<file path="config.mk">
export PLATFORM = sky130hd
export DESIGN_NAME = circular_deque_flat
export DESIGN_NICKNAME = d
export VERILOG_FILES = /design/src/rtl/cdq_pkg.sv /design/src/rtl/cdq_if.sv /design/src/rtl/circular_deque.sv /design/src/flat_wrapper.sv
export SDC_FILE = /design/constraint.sdc
export NUM_CORES = 1
export LEC_CHECK = 0
export ABC_AREA = 1
export BUFFER_PORTS_ARGS = -buffer_cell sky130_fd_sc_hd__buf_2
export CAP_MARGIN = 20
export CORE_AREA = 4 4 191 193
export DETAILED_ROUTE_END_ITERATION = 6
export DIE_AREA = 0 0 195 197
export GPL_TIMING_DRIVEN = 0
export PLACE_DENSITY_LB_ADDON = 0.25
export SLEW_MARGIN = 20
export SYNTH_ARGS = -nofsm -noshare
export SYNTH_HDL_FRONTEND = slang
export SYNTH_SLANG_ARGS = --single-unit
</file>
<file path="constraint.sdc">
create_clock -name clk -period 6.25 [get_ports clk]
set_input_delay 0.3125 -clock clk [delete_from_list [all_inputs] [get_ports clk]]
set_output_delay 0.3125 -clock clk [all_outputs]
set_load 0.02 [all_outputs]
</file>
<file path="src/rtl/cdq_pkg.sv">
`default_nettype none
package cdq_pkg;

  localparam int DATA_W        = 32;
  localparam int FILL_W        = 4;
  localparam int DEPTH_DEFAULT = 8;

  typedef logic [1:0]               kind_t;
  typedef logic [1:0]               status_t;
  typedef logic signed [DATA_W-1:0] word_t;
  typedef logic [FILL_W-1:0]        fill_t;

  localparam kind_t KIND_PUSH_REAR  = 2'd0;
  localparam kind_t KIND_POP_FRONT  = 2'd1;
  localparam kind_t KIND_PUSH_FRONT = 2'd2;
  localparam kind_t KIND_POP_REAR   = 2'd3;

  localparam status_t ST_DONE      = 2'd0;
  localparam status_t ST_OVERFLOW  = 2'd1;
  localparam status_t ST_UNDERFLOW = 2'd2;

endpackage
`default_nettype wire

</file>
<file path="src/rtl/cdq_if.sv">
`default_nettype none
interface cdq_in_if
  import cdq_pkg::*;
  ();
  logic  valid;
  logic  ready;
  kind_t kind;
  word_t push_value;

  modport source (output valid, output kind, output push_value, input ready);
  modport sink   (input valid, input kind, input push_value, output ready);
endinterface

interface cdq_out_if
  import cdq_pkg::*;
  ();
  logic    valid;
  logic    ready;
  word_t   pop_value;
  status_t status;
  fill_t   fill_level;

  modport source (output valid, output pop_value, output status, output fill_level,
                  input ready);
  modport sink   (input valid, input pop_value, input status, input fill_level,
                  output ready);
endinterface
`default_nettype wire

</file>
<file path="src/rtl/circular_deque.sv">
// The result of an item is presented in the cycle after the item is accepted.
// Throughput: one item per cycle while results are taken as they appear; the output
// register frees up in the cycle its result is taken, so a new item enters then.
// The storage memory sees at most one write or one registered read per item.
// Reset clears the head and tail pointers, the fill count and the output valid flag;
// the storage memory is not cleared.
`default_nettype none
module circular_deque
  import cdq_pkg::*;
#(
  parameter int DEPTH = DEPTH_DEFAULT
) (
  input  wire logic  clk,
  input  wire logic  rst_n,
  cdq_in_if.sink     in_ch,
  cdq_out_if.source  out_ch
);

  localparam int AW = $clog2(DEPTH);
  localparam int CW = $clog2(DEPTH + 1);

  function automatic logic [AW-1:0] wrap_inc(input logic [AW-1:0] p);
    return (p == AW'(DEPTH - 1)) ? '0 : p + AW'(1);
  endfunction

  function automatic logic [AW-1:0] wrap_dec(input logic [AW-1:0] p);
    return (p == '0) ? AW'(DEPTH - 1) : p - AW'(1);
  endfunction

  logic [AW-1:0] head_r, head_nxt;
  logic [AW-1:0] tail_r, tail_nxt;
  logic [CW-1:0] count_r, count_nxt;

  logic          out_valid_r;
  logic          out_pop_r, out_pop_nxt;
  status_t       out_status_r, out_status_nxt;
  fill_t         out_fill_r;

  word_t         mem [DEPTH];
  word_t         rdata_r;
  logic          we, re;
  logic [AW-1:0] waddr, raddr;

  logic          accept, full, empty;
  logic [CW+FILL_W-1:0] fill_ext;

  assign in_ch.ready = !out_valid_r || out_ch.ready;
  assign accept      = in_ch.valid && in_ch.ready;
  assign full        = (count_r == CW'(DEPTH));
  assign empty       = (count_r == '0);

  always_comb begin
    head_nxt       = head_r;
    tail_nxt       = tail_r;
    count_nxt      = count_r;
    we             = 1'b0;
    re             = 1'b0;
    waddr          = tail_r;
    raddr          = head_r;
    out_pop_nxt    = 1'b0;
    out_status_nxt = ST_DONE;
    if (accept) begin
      case (in_ch.kind)
        KIND_PUSH_REAR: begin
          if (full) begin
            out_status_nxt = ST_OVERFLOW;
          end else begin
            we        = 1'b1;
            waddr     = tail_r;
            tail_nxt  = wrap_inc(tail_r);
            count_nxt = count_r + CW'(1);
          end
        end
        KIND_PUSH_FRONT: begin
          if (full) begin
            out_status_nxt = ST_OVERFLOW;
          end else begin
            we        = 1'b1;
            head_nxt  = wrap_dec(head_r);
            waddr     = head_nxt;
            count_nxt = count_r + CW'(1);
          end
        end
        KIND_POP_FRONT: begin
          if (empty) begin
            out_status_nxt = ST_UNDERFLOW;
          end else begin
            re          = 1'b1;
            out_pop_nxt = 1'b1;
            raddr       = head_r;
            head_nxt    = wrap_inc(head_r);
            count_nxt   = count_r - CW'(1);
          end
        end
        default: begin
          if (empty) begin
            out_status_nxt = ST_UNDERFLOW;
          end else begin
            re          = 1'b1;
            out_pop_nxt = 1'b1;
            tail_nxt    = wrap_dec(tail_r);
            raddr       = tail_nxt;
            count_nxt   = count_r - CW'(1);
          end
        end
      endcase
    end
  end

  // The fill level field is narrower or wider than the count depending on DEPTH.
  assign fill_ext = {{FILL_W{1'b0}}, count_nxt};

  always_ff @(posedge clk) begin
    if (we) begin
      mem[waddr] <= in_ch.push_value;
    end
    if (re) begin
      rdata_r <= mem[raddr];
    end
  end

  always_ff @(posedge clk) begin
    if (!rst_n) begin
      head_r      <= '0;
      tail_r      <= '0;
      count_r     <= '0;
      out_valid_r <= 1'b0;
    end else begin
      head_r  <= head_nxt;
      tail_r  <= tail_nxt;
      count_r <= count_nxt;
      if (accept) begin
        out_valid_r <= 1'b1;
      end else if (out_ch.ready) begin
        out_valid_r <= 1'b0;
      end
    end
  end

  always_ff @(posedge clk) begin
    if (accept) begin
      out_pop_r    <= out_pop_nxt;
      out_status_r <= out_status_nxt;
      out_fill_r   <= fill_ext[FILL_W-1:0];
    end
  end

  // The read data register only changes on an accepted pop, so it holds while stalled.
  assign out_ch.valid      = out_valid_r;
  assign out_ch.pop_value  = out_pop_r ? rdata_r : '0;
  assign out_ch.status     = out_status_r;
  assign out_ch.fill_level = out_fill_r;

`ifndef SYNTHESIS
  a_count_bound: assert property (@(posedge clk) disable iff (!rst_n)
    count_r <= CW'(DEPTH))
    else $error("fill count exceeds depth");

  a_overflow_full: assert property (@(posedge clk) disable iff (!rst_n)
    (out_valid_r && out_status_r == ST_OVERFLOW) |-> full)
    else $error("overflow reported while not full");

  a_underflow_empty: assert property (@(posedge clk) disable iff (!rst_n)
    (out_valid_r && out_status_r == ST_UNDERFLOW) |-> empty)
    else $error("underflow reported while not empty");

  a_push_counts: assert property (@(posedge clk) disable iff (!rst_n)
    (accept && !full && (in_ch.kind == KIND_PUSH_REAR || in_ch.kind == KIND_PUSH_FRONT))
    |=> (count_r == $past(count_r) + CW'(1)))
    else $error("successful push did not raise the fill count");
`endif

endmodule
`default_nettype wire
</file>
<file path="src/flat_wrapper.sv">
// flat-port wrapper written by rule: the top's interface ports become plain ports
module circular_deque_flat import cdq_pkg::*;
#(
  parameter int DEPTH = DEPTH_DEFAULT
)
  (clk, rst_n, in_ch_valid, in_ch_kind, in_ch_push_value, in_ch_ready, out_ch_valid, out_ch_pop_value, out_ch_status, out_ch_fill_level, out_ch_ready);
  cdq_in_if in_ch_i ();
  cdq_out_if out_ch_i ();
  input  wire logic clk;
  input  wire logic rst_n;
  input wire logic [$bits(in_ch_i.valid)-1:0] in_ch_valid;
  input wire logic [$bits(in_ch_i.kind)-1:0] in_ch_kind;
  input wire logic [$bits(in_ch_i.push_value)-1:0] in_ch_push_value;
  output wire logic [$bits(in_ch_i.ready)-1:0] in_ch_ready;
  output wire logic [$bits(out_ch_i.valid)-1:0] out_ch_valid;
  output wire logic [$bits(out_ch_i.pop_value)-1:0] out_ch_pop_value;
  output wire logic [$bits(out_ch_i.status)-1:0] out_ch_status;
  output wire logic [$bits(out_ch_i.fill_level)-1:0] out_ch_fill_level;
  input wire logic [$bits(out_ch_i.ready)-1:0] out_ch_ready;
  assign in_ch_i.valid = in_ch_valid;
  assign in_ch_i.kind = in_ch_kind;
  assign in_ch_i.push_value = in_ch_push_value;
  assign in_ch_ready = in_ch_i.ready;
  assign out_ch_valid = out_ch_i.valid;
  assign out_ch_pop_value = out_ch_i.pop_value;
  assign out_ch_status = out_ch_i.status;
  assign out_ch_fill_level = out_ch_i.fill_level;
  assign out_ch_i.ready = out_ch_ready;
  circular_deque #(.DEPTH(DEPTH)) u_core (.clk(clk), .rst_n(rst_n), .in_ch(in_ch_i), .out_ch(out_ch_i));
endmodule
</file>
Word-level counts from Yosys, hierarchy flattened
Memories as Yosys holds them, arrays and structs flattened. A register that Yosys moved wholly into a read port is not among the register bits.
Index checks and enable logic that the tools add are counted.
- equality and inequality tests: 9
- div/mod/pow operators: 0
- add/sub/neg operators: 6
- shift operators: 0
- $lt $le $gt $ge: 0
- multiplexer cells: 34
- $mul: 0
- bitwise gates (word level): 1
- reduce and logical (&&, ||, !) cells: 14
- operators by type and width (operator ; number):
    $mux 3 ; 14
    $mux 32 ; 1
    $mux 4 ; 4
    $pmux 3 s2 ; 2
    $mux 1 ; 11
    $ne 2x2->1 const B ; 4
    $reduce_and 4->1 ; 2
    $add 3x1->3 const B ; 2
    $eq 3x3->1 const B ; 2
    $logic_not 3->1 ; 2
    $sub 3x1->3 const B ; 2
    $add 4x1->4 const B ; 1
    $eq 4x4->1 const B ; 1
    $logic_not 4->1 ; 1
    $mux 2 ; 2
    $reduce_bool 2->1 ; 2
    $reduce_or 2->1 ; 2
    $sub 4x1->4 const B ; 1
    $reduce_or 3->1 ; 1
    $eq 2x1->1 const B ; 1
    $eq 2x2->1 const B ; 1
    $logic_not 2->1 ; 1
    $logic_and 1x1->1 ; 1
    $logic_not 1->1 ; 1
    other kinds (2) ; 2
- logic and storage cells: 72
- bits in writable memories: 256
- output and inout bits: 40
- bits in latches: 0
- memories: 1
- ROM bits: 0
- bits in registers: 18
- input bits: 38
- memory list (name ; words ; width ; read ports ; clocked after memory_dff ; write ports ; line ; text):
    u_core.mem ; 8 ; 32 ; 1 ; 1 ; 1 ; circular_deque.sv:39 ; word_t mem [DEPTH];

Logic depth before layout (Yosys ltp)
- depth in word-level cells: 6
- depth in mapped cells: 13

Worst setup path before layout
No wires, ideal clock.
- path type: input to register
- start: input port in_ch_kind[0]
- end: register u_core.out_fill_r[0] (netlist: u_core.out_ch.fill_level[0]) (data pin)
- setup slack: 2.055 ns
- data arrival time: 3.938 ns
- buffers on the path: 1
- stages on the path: 9
- required time: 5.993 ns
- setup time: 0.257 ns
- cell sequence: inv_1 -> ha_1 -> clkbuf_1 -> nor2_1 -> inv_1 -> nor3_1 -> or2_2 -> xor2_1 -> inv_1
- longest elaborated chain between the ends: 4
- elaborated cells on any way between the ends: 5
- those cells by class: eq/ne (1); mux (2); reduce/logical (2)
- RTL lines (element ; line ; text):
    from (decl) ; flat_wrapper.sv:12 ; input wire logic [$bits(in_ch_i.kind)-1:0] in_ch_kind;
    $eq 2x2->1 / $logic_not 2->1 (equally long branches) ; circular_deque.sv:63 ; case (in_ch.kind)
    $reduce_or 2->1 (no line) (*) ; -- ;
    $mux 4 (*) ; -- ;
    $mux 4 (*) ; circular_deque.sv:62 ; if (accept) begin
    via u_core.count_nxt[0] ; circular_deque.sv:32 ; logic [CW-1:0] count_r, count_nxt;
    to (signal assigned) ; circular_deque.sv:144 ; out_fill_r <= fill_ext[FILL_W-1:0];
    to (decl) ; circular_deque.sv:37 ; fill_t out_fill_r;
The timed path passes the listed nets; every way through them passes the cells marked *.
A chain may end at the register's enable or synchronous reset.

Worst setup path in the final report
- start: register u_core.count_r[0]
- end: memory u_core.mem[4][2] (netlist name), enable pin
- longest elaborated chain between the ends: 6
- elaborated cells on any way between the ends: 9
- those cells by class: eq/ne (1); mux (8)
- RTL lines (element ; line ; text):
    from (decl) ; circular_deque.sv:32 ;
    from (signal assigned) ; circular_deque.sv:131 ; count_r <= count_nxt;
    $eq 4x4->1 (*) ; circular_deque.sv:49 ; assign full = (count_r == CW'(DEPTH));
    $mux 1 ; circular_deque.sv:65, circular_deque.sv:75 ;
    $mux 1 ; -- ;
    $mux 1 ; circular_deque.sv:62 ;
    $mux 1 ; circular_deque.sv:114 ; if (we) begin
    $mux 1 (not written as such) ; circular_deque.sv:115 ; mem[waddr] <= in_ch.push_value;
    to (decl) ; circular_deque.sv:39 ;
Mark *: on every way between the ends. The rest lies on a longest branch, timed or not.

==> results.cfg <==
[routing]
drt_iter0_drc = 569
final_antenna_net_count = 0
wire_per_inst_um = 16.28
drcViolationCount = 0
dr.pass1.iters = 5
dr_wl_met2_um = 15620
top_layer = met4
drt-total-wl_um = 32330
vias = 9367
viasPerCell = 4.717
wl_met3_um = 1768
met1_length_um = 14140

[synth]
postSynth.asyncResetShare_pct = 0
synth_cells = 1379
ys_types = 32
ys.flop_type = edfxtp_1
synth-seq-area-share_pct = 65.78
synth_warnings = 0
ys_ff_latch = 306
syn_nets = 1431
netlist_area_mm2 = 0.01380
synth-edff-count = 295
syn_area_per_cell_um2 = 10.01

[die]
start_util_pct = 39.96
die-area_mm2 = 0.03842
die_h_um = 197
core_mm2 = 0.03454
die_width_um = 195
num_io_pins = 78
fp-row-count = 68

[timing]
fin_crit_sh_pct = 46.62
finalHoldViolCount = 0
fin_worst_skew_ns = 0.01654
tns_ns = 0
fmax_mhz = 343.2
period_minus_slack_ns = 2.914
setup_ws_ns = 3.336
setup_viol = 0
grt_setup_unrepaired = no
slew_headroom_pct = 53.60
max_slew.worst_pin.slew_ns = 0.6960
drv_slew = 0

[global_route]
grt_usage_pct = 16.49
grt_overflow = 0
grt_start_max_net_pins = 23
antenna_found_initial = 1
grt_pass1_wl_um = 49780
first_global_vias = 9072

[placement]
dp_cells = 1924
hpwl_um = 21820
globalplace.congestion = 0.7868
dpl_worst_slack_ns = 3.243
port-buffer-count = 77

[final_layout]
area_growth_pct = 16.93
nets = 1558
fin_cells = 1986
layout-drive-gt1-share_pct = 12.75

[job]
maxCapViolCount = 0

[pwr]
p_comb_share_pct = 15.1
p_sw_w = 0.001320
switching_share_pct = 26.20
clkPwrFrac_pct = 38.0
powerDensity_mw_per_mm2 = 312.2
p_int_w = 0.003718
p_total_w = 0.005038
seq_power_share_pct = 46.9
vdd_ir_drop_max_uv = 194.4
p_leak_nw = 7.386

[clocking]
cts_hold_buf = 0
insertion_delay_ns = 0.51
clk_pin_slew_ns = 0.05
ctsLongestPathBuffers = 3
clock-sinks = 306
cts_buffers = 35
cts_tree = done
ctsHtreeMaxLevel = 2
post_cts_buffers = 0
clock-root-buffer = clkbuf_16
cts_resized = 0

[critical_path]
reg2reg_to = u_core.mem[4][2]
worstPathArrival_ns = 3.11
crit_required_ns = 6.45
crit_path_max_fanout = 21
timing.rr.start = u_core.count_r[0]
endpoint_kind = flip-flop
worstSetupPathType = reg2reg
reg2reg_setup_slack_ns = 3.34
cp-start-kind = flip-flop
rr_worst_depth = 10

[min_path]
hold_start = in_ch_push_value[17]
min_path_type = in2reg
holdPathEnd = u_core.mem[6][17]
whs_path_depth = 1

[run_status]
status = completed
-- metrics by stage --
| step | cell area (um^2) | utilization (%) | hold slack, ns |
|---|---|---|---|
| after CTS | 16140 | 46.71 | 0.05439 |
| after global routing | 16140 | 46.72 | 0.08074 |
| final | 16140 | 46.72 | 0.07788 |
| after detailed placement | 15060 | 43.60 | 0.5262 |
| after floorplan | 13800 | - | 0.4114 |
| after global placement | 14760 | 42.72 | 0.5203 |
-- registers in the layout, summed over array words and instances (netlist names) --
name and cells:
u_core.tail_r 3, u_core.count_r 4, u_core.out_pop_r 1, u_core.rdata_r 32
u_core.mem 256, u_core.head_r 3, u_core.out_ch.fill_level 4, u_core.out_ch.valid 1
u_core.out_ch.status 2
-- Yosys cell counts, types with 2 or more instances --
cell | count | area share [%]
xnor2_1 | 2 | 0.13
buf_2 | 24 | 0.87
nand2_1 | 383 | 10
nand3_1 | 233 | 8.4
inv_1 | 315 | 8.6
buf_4 | 7 | 0.38
o21ai_0 | 14 | 0.51
edfxtp_1 | 295 | 64
buf_6 | 12 | 0.98
buf_1 | 4 | 0.11
inv_2 | 2 | 0.054
o22ai_1 | 2 | 0.091
nand2_2 | 2 | 0.091
a31oi_1 | 2 | 0.091
clkbuf_1 | 13 | 0.35
xor2_1 | 4 | 0.25
ha_1 | 14 | 1.3
nor2_1 | 18 | 0.49
dfxtp_1 | 11 | 1.6
a21oi_1 | 10 | 0.36
-- how the worst max path moves through the flow --
stage / start / slack [ns] / end / cells after the start
3_5_place_dp: in_ch_kind[0] / 3.24 / u_core.mem[4][9] / 11
3_3_place_gp: in_ch_kind[0] / -0.42 / u_core.out_ch.fill_level[0] / 10
2_1_floorplan: in_ch_kind[0] / 2.05 / u_core.out_ch.fill_level[0] / 9
5_1_grt: u_core.count_r[0] / 3.03 / u_core.mem[0][30] / 10
4_1_cts: u_core.count_r[0] / 3.35 / u_core.mem[4][1] / 10
6_report: u_core.count_r[0] / 3.34 / u_core.mem[4][2] / 10
-- power groups by stage --
stage / clock network (W) / logic, W / registers (W)
after floorplan: 0 / 0.000484 / 0.00241
after global placement: 0 / 0.000733 / 0.00241
after detailed placement: 0 / 0.000767 / 0.00241
after CTS: 0.00196 / 0.000770 / 0.00236
after global routing: 0.00204 / 0.000854 / 0.00237
final: 0.00191 / 0.000760 / 0.00236
-- critical path, stage by stage (launching register included) --
cell and delay [ns]:
dfxtp_1 0.36, inv_1 0.09, ha_1 0.24, nand3_1 0.20, inv_1 0.09, nor3_2 0.28
nand2_1 0.09, o21ai_0 0.10, nand2_1 0.27, nor2_4 0.60, buf_12 0.26
-- final cells by class --
class / instances / area [um^2]
fill: 3190 / 18410
inverter: 317 / 1190
clock buffer: 46 / 938.4
buffer: 60 / 371.6
sequential: 306 / 9079
tap: 455 / 569.3
timing repair buffer: 90 / 625.6
clock inverter: 15 / 135.1
multi-input combinational: 696 / 3227
antenna: 1 / 2.502
-- kinds of logic after synthesis --
family | share of synthesized area [%]
AOI/OAI and AO/OA | 1.405
adders and majority gates | 1.269
buffers and inverters | 11.31
DFF | 65.78
and+or+nand+nor | 19.85
xor gates and xnor gates | 0.3807
-- routing by layer --
metal  up-vias  global-route usage [%]
met5         -                       0
met4         0                   5.456
met3        56                   2.564
met2       271                   28.24
met1      4400                   21.64
li1       4640                       -
-- cells in the final DEF, fill, tap and decap left out, types with 10 or more instances in the layout --
| cell type | count |
|---|---|
| nor2_1 | 10 |
| a21oi_1 | 10 |
| nand3_1 | 233 |
| inv_1 | 315 |
| clkbuf_16 | 36 |
| clkbuf_1 | 23 |
| o21ai_0 | 14 |
| buf_6 | 12 |
| ha_1 | 14 |
| nand2_1 | 383 |
| edfxtp_1 | 295 |
| buf_4 | 11 |
| buf_2 | 101 |
| dfxtp_1 | 11 |
Note: power is estimated with default switching activity, not from simulation.
